**config.mk**
```make
export PLATFORM = sky130hd
export DESIGN_NAME = signed_int_to_decimal_ascii
export DESIGN_NICKNAME = d
export VERILOG_FILES = /design/src/hdl/sidta_pkg.sv /design/src/hdl/sidta_bcd_step.sv /design/src/hdl/signed_int_to_decimal_ascii.sv
export SDC_FILE = /design/constraint.sdc
export NUM_CORES = 1
export LEC_CHECK = 0
export ABC_AREA = 1
export BUFFER_PORTS_ARGS = -buffer_cell sky130_fd_sc_hd__buf_2
export CORE_MARGIN = 3
export CORE_UTILIZATION = 42
export DETAILED_ROUTE_END_ITERATION = 16
export PLACE_DENSITY = 0.61
export SLEW_MARGIN = 20
export SYNTH_ARGS = -nofsm -noshare
export SYNTH_HDL_FRONTEND = slang
export SYNTH_HIERARCHICAL = 1
export SYNTH_SLANG_ARGS = --single-unit
```
**constraint.sdc**
```tcl
create_clock -name clk -period 3.94 [get_ports clk]
set_input_delay 0.788 -clock clk [delete_from_list [all_inputs] [get_ports clk]]
set_output_delay 0.788 -clock clk [all_outputs]
set_load 0.1 [all_outputs]
```
**src/hdl/sidta_pkg.sv**
```systemverilog
// ----------------------------------------------------------------------------
// sidta_pkg: shared types and constants
// Character codes, default widths, the sequencer state type and the bcd
// digit correction for the signed integer to decimal text converter.
// ----------------------------------------------------------------------------
package sidta_pkg;

  // default width of the signed input value
  localparam int VALUE_WIDTH_DEF = 32;

  // width of one ascii character code on the result side
  localparam int CHAR_WIDTH = 6;

  // character codes
  localparam logic [CHAR_WIDTH-1:0] CODE_ZERO  = 6'd48;
  localparam logic [CHAR_WIDTH-1:0] CODE_MINUS = 6'd45;

  // bcd digit width
  localparam int DIGIT_WIDTH = 4;

  // sequencer states
  typedef enum logic [2:0] {
    ST_IDLE,
    ST_CONV,
    ST_SCAN,
    ST_SIGN,
    ST_EMIT
  } sidta_state_t;

  // bcd digit correction ahead of a left shift (add three when five or more)
  function automatic logic [DIGIT_WIDTH-1:0] bcd_adjust(input logic [DIGIT_WIDTH-1:0] d);
    logic [DIGIT_WIDTH-1:0] res;
    res = (d >= 4'd5) ? (d + 4'd3) : d;
    return res;
  endfunction

endpackage

```
**src/hdl/sidta_bcd_step.sv**
```systemverilog
// ----------------------------------------------------------------------------
// sidta_bcd_step: one shift-add-three step
// Corrects every bcd digit and shifts one new binary bit in at the bottom.
// Used once per cycle by the sequencer in the top level.
// ----------------------------------------------------------------------------
module sidta_bcd_step
  import sidta_pkg::*;
#(
  parameter int NDIG = 10
) (
  input  logic [NDIG*DIGIT_WIDTH-1:0] bcd_in,
  input  logic                        bit_in,
  output logic [NDIG*DIGIT_WIDTH-1:0] bcd_out
);

  logic [NDIG*DIGIT_WIDTH-1:0] adj;

  // per-digit correction, digits are independent
  always_comb begin
    for (int i = 0; i < NDIG; i++) begin
      adj[i*DIGIT_WIDTH +: DIGIT_WIDTH] = bcd_adjust(bcd_in[i*DIGIT_WIDTH +: DIGIT_WIDTH]);
    end
  end

  // shift the new bit in
  assign bcd_out = {adj[NDIG*DIGIT_WIDTH-2:0], bit_in};

endmodule

```
**src/hdl/signed_int_to_decimal_ascii.sv**
```systemverilog
// ----------------------------------------------------------------------------
// signed_int_to_decimal_ascii: signed integer to decimal ascii text
// Converts one signed value into its decimal characters, most significant
// digit first, with a leading minus sign for negative values.
// ----------------------------------------------------------------------------
// Usage:
//   in_*  : one transaction carries one signed value in in_tdata (low bits).
//   out_* : one transaction per character; out_tdata[5:0] is the ascii code
//           (45 minus, 48..57 digits), out_tlast marks the last character.
// Sequence (VALUE_WIDTH = W, NDIG = decimal digits of 2^(W-1)):
//   load and negate, shift-add-three through the single bcd step unit
//   for each of the W bits, skipping of leading zeros, then the minus
//   sign for a negative value and the digits, each character held until
//   it is taken while out_tready is high.
//   in_tready is high only while the converter is idle, one item at a time.
// Reset: synchronous active-low rst_n returns the sequencer to idle and drops
//   out_tvalid; no character in progress survives it.
// Stall: a character holds on the output while out_tready is low and the
//   sequence resumes when it is taken.
// ----------------------------------------------------------------------------
module signed_int_to_decimal_ascii
  import sidta_pkg::*;
#(
  parameter int VALUE_WIDTH = VALUE_WIDTH_DEF
) (
  input  logic                               clk,
  input  logic                               rst_n,
  input  logic                               in_tvalid,
  output logic                               in_tready,
  input  logic [((VALUE_WIDTH+7)/8)*8-1:0]   in_tdata,   // [VALUE_WIDTH-1:0] value
  output logic                               out_tvalid,
  input  logic                               out_tready,
  output logic [7:0]                         out_tdata,  // [5:0] char_code, [7:6] zero
  output logic                               out_tlast   // is_last
);

  localparam int NDIG = ((VALUE_WIDTH - 1) * 30103) / 100000 + 1;
  localparam int BCDW = NDIG * DIGIT_WIDTH;
  localparam int BW   = $clog2(VALUE_WIDTH + 1);
  localparam int DW   = $clog2(NDIG + 1);

  sidta_state_t           state_r, state_nxt;
  logic [VALUE_WIDTH-1:0] mag_r, mag_nxt;
  logic                   neg_r, neg_nxt;
  logic [BCDW-1:0]        bcd_r, bcd_nxt;
  logic [BCDW-1:0]        bcd_step;
  logic [BW-1:0]          bit_cnt_r, bit_cnt_nxt;
  logic [DW-1:0]          dig_cnt_r, dig_cnt_nxt;

  logic [VALUE_WIDTH-1:0]  raw;
  logic [DIGIT_WIDTH-1:0]  top_digit;
  logic                    in_fire, out_fire;
  logic                    top_zero;

  assign raw       = in_tdata[VALUE_WIDTH-1:0];
  assign top_digit = bcd_r[BCDW-1 -: DIGIT_WIDTH];
  assign top_zero  = (top_digit == '0) && (dig_cnt_r > DW'(1));
  assign in_fire   = in_tvalid && in_tready;
  assign out_fire  = out_tvalid && out_tready;

  // shared shift-add-three unit
  sidta_bcd_step #(
    .NDIG (NDIG)
  ) u_step (
    .bcd_in  (bcd_r),
    .bit_in  (mag_r[VALUE_WIDTH-1]),
    .bcd_out (bcd_step)
  );

  // next state
  always_comb begin
    state_nxt = state_r;
    case (state_r)
      ST_IDLE: begin
        if (in_fire) state_nxt = ST_CONV;
      end
      ST_CONV: begin
        if (bit_cnt_r == BW'(1)) state_nxt = ST_SCAN;
      end
      ST_SCAN: begin
        if (!top_zero) state_nxt = neg_r ? ST_SIGN : ST_EMIT;
      end
      ST_SIGN: begin
        if (out_tready) state_nxt = ST_EMIT;
      end
      ST_EMIT: begin
        if (out_tready && (dig_cnt_r == DW'(1))) state_nxt = ST_IDLE;
      end
      default: state_nxt = ST_IDLE;
    endcase
  end

  // handshake and character outputs
  always_comb begin
    in_tready  = 1'b0;
    out_tvalid = 1'b0;
    out_tlast  = 1'b0;
    out_tdata  = '0;
    case (state_r)
      ST_IDLE: begin
        in_tready = 1'b1;
      end
      ST_SIGN: begin
        out_tvalid = 1'b1;
        out_tdata  = {2'b00, CODE_MINUS};
      end
      ST_EMIT: begin
        out_tvalid = 1'b1;
        out_tdata  = {2'b00, CODE_ZERO + {2'b00, top_digit}};
        out_tlast  = (dig_cnt_r == DW'(1));
      end
      default: begin
        in_tready = 1'b0;
      end
    endcase
  end

  // datapath next values
  always_comb begin
    mag_nxt     = mag_r;
    neg_nxt     = neg_r;
    bcd_nxt     = bcd_r;
    bit_cnt_nxt = bit_cnt_r;
    dig_cnt_nxt = dig_cnt_r;
    case (state_r)
      ST_IDLE: begin
        if (in_fire) begin
          neg_nxt     = raw[VALUE_WIDTH-1];
          mag_nxt     = raw[VALUE_WIDTH-1] ? (~raw + VALUE_WIDTH'(1)) : raw;
          bcd_nxt     = '0;
          bit_cnt_nxt = BW'(VALUE_WIDTH);
          dig_cnt_nxt = DW'(NDIG);
        end
      end
      ST_CONV: begin
        bcd_nxt     = bcd_step;
        mag_nxt     = {mag_r[VALUE_WIDTH-2:0], 1'b0};
        bit_cnt_nxt = bit_cnt_r - BW'(1);
      end
      ST_SCAN: begin
        if (top_zero) begin
          bcd_nxt     = {bcd_r[BCDW-DIGIT_WIDTH-1:0], {DIGIT_WIDTH{1'b0}}};
          dig_cnt_nxt = dig_cnt_r - DW'(1);
        end
      end
      ST_EMIT: begin
        if (out_tready) begin
          bcd_nxt     = {bcd_r[BCDW-DIGIT_WIDTH-1:0], {DIGIT_WIDTH{1'b0}}};
          dig_cnt_nxt = dig_cnt_r - DW'(1);
        end
      end
      default: begin
        bcd_nxt = bcd_r;
      end
    endcase
  end

  // control registers
  always_ff @(posedge clk) begin
    if (!rst_n) begin
      state_r <= ST_IDLE;
    end else begin
      state_r <= state_nxt;
    end
  end

  // payload registers
  always_ff @(posedge clk) begin
    mag_r     <= mag_nxt;
    neg_r     <= neg_nxt;
    bcd_r     <= bcd_nxt;
    bit_cnt_r <= bit_cnt_nxt;
    dig_cnt_r <= dig_cnt_nxt;
  end

  // an accepted value always starts the conversion
  a_start_conv: assert property (@(posedge clk) disable iff (!rst_n)
    in_fire |=> (state_r == ST_CONV))
    else $error("conversion did not start after input transaction");

  // the minus sign only appears for negative values
  a_sign_neg: assert property (@(posedge clk) disable iff (!rst_n)
    (state_r == ST_SIGN) |-> neg_r)
    else $error("minus sign for a non-negative value");

  // digit count never runs out while characters are emitted
  a_dig_cnt: assert property (@(posedge clk) disable iff (!rst_n)
    (state_r == ST_EMIT) |-> (dig_cnt_r != '0))
    else $error("digit counter empty during emit");

  // no new input while characters are still pending
  a_no_overlap: assert property (@(posedge clk) disable iff (!rst_n)
    out_tvalid |-> !in_tready)
    else $error("input ready while output pending");

  // after the last character the block returns to idle
  a_last_idle: assert property (@(posedge clk) disable iff (!rst_n)
    (out_fire && out_tlast) |=> in_tready)
    else $error("not idle after last character");

endmodule
```
==> results.txt <==
The critical path capture point type is a flip-flop. The most repeated library cell on the critical path is sky130_fd_sc_hd__nor2_4. Row generation in the floorplan step produced 42 rows. The longest clock path from root to sink contains 2 buffers. The net total in the final layout is 846. The startpoint identified for the worst hold timing path is mag_r[25]$_DFFE_PP_. The wire length on met2 came out at 6110 µm. For the worst setup path, the data arrival time is 2.54 ns. The post-DP HPWL is 9290 µm.

In this run, the number of DRC markers left after iteration 0 of detailed routing was 374. The core outline area is 13,600 µm². The slew at the pin with the worst max-slew slack came out at 0.790 ns.

The number of remaining DRC errors is 0. The number of max-cap violations came out at 0. The netlist uses 36 different library cells. The kind of start point of the critical path is a flip-flop. The instance count after placement with tap cells included is 950. The critical path's largest stage delay came out at 0.51 ns. The cell at the root of the clock tree is sky130_fd_sc_hd__clkbuf_16.

Leaving out fill and tap cells, the most frequent cells in the layout are sky130_fd_sc_hd__nand2_1, sky130_fd_sc_hd__edfxtp_1, sky130_fd_sc_hd__inv_1. For this design, the slowest cell found on the critical path is sky130_fd_sc_hd__inv_2. The number of post-CTS setup repair buffers came out at 0.

CTS saw 86 sinks. The maximum fanout along the worst path is 40. The total I/O pin count came out at 47. The total routing usage reported by global routing is 16.8%.

The count of hold buffers inserted by post-cts repair came out at 0. The wire length of the first global-routing pass came out at 21,900 µm. The reported leakage power is 0.00296 µW. The global route total overflow came out at 0. The worst pin sits at a relative slew slack of 47.3%. The routed length on met1 is 6130 µm.

The remaining antenna violation count after routing came out at 0. The highest metal layer used by the detailed router is met4. TritonCTS built the clock tree.

The average cell area after synthesis came out at 7.94 µm². 0 antenna diodes ended up in the layout. The worst setup path is of the reg2reg kind. The clock slew seen by the registers of the worst setup and hold paths is 0.06 ns. The final number of hold-violating endpoints is 0. The cell count after synthesis is 748. The total vias in the final route is 5,014. The number of cells in the finished layout apart from fillers came out at 966. In the final timing run, aggregate negative setup slack is 0 ns. In this run the vertical extent of the chip is 125 µm. In this run the cell area of the synthesized design comes to 5940 µm². The total power came out at 5980 µW. The clock skew came out at 0.00939 ns. The number of port buffers came out at 44. In this run the worst setup path begins at state_r[1]$_SDFFE_PN0P_. The pin count of the biggest net entering global routing is 78. The final-report max-slew violation count came to 0. The maximum clock frequency is 0.391 GHz. The worst path in the final design needs a cycle of 2.56 ns, including I/O delays and setup. The signal on the critical path passes through nand2_2, nor2_4, nor2_4, inv_2, o21ai_1, o21ai_4, buf_4. Setup repair after global routing left no endpoint under its margin. The insertion delay to the later sink of the worst-skew pair is 0.35 ns. In this run, post-CTS repair resized a total of 0 instances.

The share of the clock period used by the worst path is 65.0%. The starting density of the core is 43.8%. The layout-stage area growth over the synthesis result came out at 11.1%. The mean routed wirelength per cell is 13.4 µm. Of the synthesized area, sequential elements account for 43.0%. In the final layout, the share of cells above drive strength 1 is 15.8%. Yosys printed 6 warnings. In this run the power density over the cells is 906 nW/µm².

The detailed-route wire length came out at 13,000 µm. The die covers 15,600 µm². Leaving out fill and tap cells, the most frequent cell in the layout is sky130_fd_sc_hd__nand2_1. The total CTS buffers came out at 9. After detailed routing, the met3 layer carries 570 µm of wire. The horizontal extent of the die came out at 125 µm. The final estimated routing congestion in global placement is 0.880. The worst min-delay path category is reg2reg. The origin of the critical flop-to-flop path is state_r[1]$_SDFFE_PN0P_.

The number of antenna violations at the first check in global routing came out at 0. The peak supply drop came out at 477 µV. The required arrival time at the worst endpoint came out at 3.92 ns. The number of iterations in the first detailed-routing pass came out at 7. The flow ran to the end, and the final reports show no timing, DRC or antenna violations. The synthesized flop and latch total is 86. Setup violations remaining at the end of the flow were counted as 0. Using the TritonRoute via totals, the vias-per-cell ratio works out to 5.19.

The deepest level of the CTS H-tree is 3. The number of global-route vias before repair came out at 4,673.
worst paths after layout:
| path | end | slack (ns) | depth (start not counted) |
|---|---|---|---|
| worst max-delay path | bcd_r[0]$_DFFE_PP_ | 1.38 | 7 |
| worst min-delay path | mag_r[26]$_DFFE_PP_ | 0.53 | 2 |
| worst max register to register | bcd_r[0]$_DFFE_PP_ | 1.38 | 7 |
| worst min register to register | mag_r[26]$_DFFE_PP_ | 0.53 | 2 |
cell type report:
cell class              instances  area, µm²
fillers                      1329       6960
multi-input cells             538       2900
flip-flops and latches         86       2550
inverters                     103        387
repair buffers                 47        243
clock buffers                   9        225
well taps                     176        220
clock inverters                 7       77.6
power breakdown:
group,internal (µW),switching [µW]
clock,499,378
sequential,1780,371
combinational,908,2040
total,3190,2790
cell families after synthesis:
group           Yosys count  share of synthesized area (%)
compound gates          132                           14.3
xor+xnor                  6                          0.884
fa+ha+maj                25                           5.26
buf+inv                 125                           8.76
flops                    86                           43.0
other cells               1                         0.0631
simple gates            373                           27.8
worst max-delay path: cells and delay by family (launching register included):
family                 cells  cell delay, ns
flip-flops                 1            0.47
buffers and inverters      2            0.96
AND/OR/NAND/NOR            3            0.35
AO/OA/AOI/OAI              2            0.39
metrics by stage:
step	hold WS, ns	instance area (µm²)	setup WS (ns)	util (%)
final	0.526	6600	1.38	48.7
after detailed placement	0.511	6300	1.38	46.4
after CTS	0.528	6600	1.37	48.7
after global placement	0.501	6300	1.44	46.4
after floorplan	0.495	5950	0.270	-
after global routing	0.557	6600	1.18	48.7
routing by layer:
layer | vias to the layer above | global-route usage, %
met5 | - | 0
li1 | 2574 | -
met1 | 2322 | 22.8
met2 | 108 | 27.4
met3 | 10 | 3.28
met4 | 0 | 5.61
state kept, by name (all words and copies together), names as in the netlist:
| signal | count |
|---|---|
| bcd_r | 40 |
| bit_cnt_r | 6 |
| dig_cnt_r | 4 |
| mag_r | 32 |
| neg_r | 1 |
| state_r | 3 |
cells in the mapped netlist:
cell type,number,share of area (%)
sky130_fd_sc_hd__nand2_1,195,12
sky130_fd_sc_hd__edfxtp_1,83,42
sky130_fd_sc_hd__inv_1,79,5.0
sky130_fd_sc_hd__nor2_1,71,4.5
sky130_fd_sc_hd__nand3_1,63,5.3
sky130_fd_sc_hd__o21ai_0,49,4.1
sky130_fd_sc_hd__a22o_1,36,5.3
sky130_fd_sc_hd__ha_1,25,5.3
sky130_fd_sc_hd__inv_2,23,1.5
sky130_fd_sc_hd__a21oi_1,22,1.9
sky130_fd_sc_hd__nand4_1,12,1.3
sky130_fd_sc_hd__nor2_4,11,2.1
sky130_fd_sc_hd__o21ai_1,10,0.84
sky130_fd_sc_hd__o21ai_2,9,1.3
sky130_fd_sc_hd__buf_2,7,0.59
sky130_fd_sc_hd__buf_4,7,0.88
sky130_fd_sc_hd__nand2_2,6,0.63
sky130_fd_sc_hd__a21oi_2,4,0.59
sky130_fd_sc_hd__clkbuf_1,4,0.25
sky130_fd_sc_hd__or2_2,4,0.42
sky130_fd_sc_hd__xor2_1,4,0.59
sky130_fd_sc_hd__and2_1,3,0.32
sky130_fd_sc_hd__dfxtp_1,3,1.0
sky130_fd_sc_hd__nor3_1,3,0.25
sky130_fd_sc_hd__buf_6,2,0.38
sky130_fd_sc_hd__nor2_2,2,0.21
sky130_fd_sc_hd__xnor2_1,2,0.29
sky130_fd_sc_hd__a31oi_1,1,0.11
sky130_fd_sc_hd__buf_1,1,0.063
sky130_fd_sc_hd__clkbuf_2,1,0.084
sky130_fd_sc_hd__clkinv_1,1,0.063
sky130_fd_sc_hd__conb_1,1,0.063
sky130_fd_sc_hd__nand3b_1,1,0.13
sky130_fd_sc_hd__nor3_4,1,0.27
sky130_fd_sc_hd__o31ai_1,1,0.13
sky130_fd_sc_hd__or2_0,1,0.11
No activity file was read; power rests on OpenSTA's default activity.
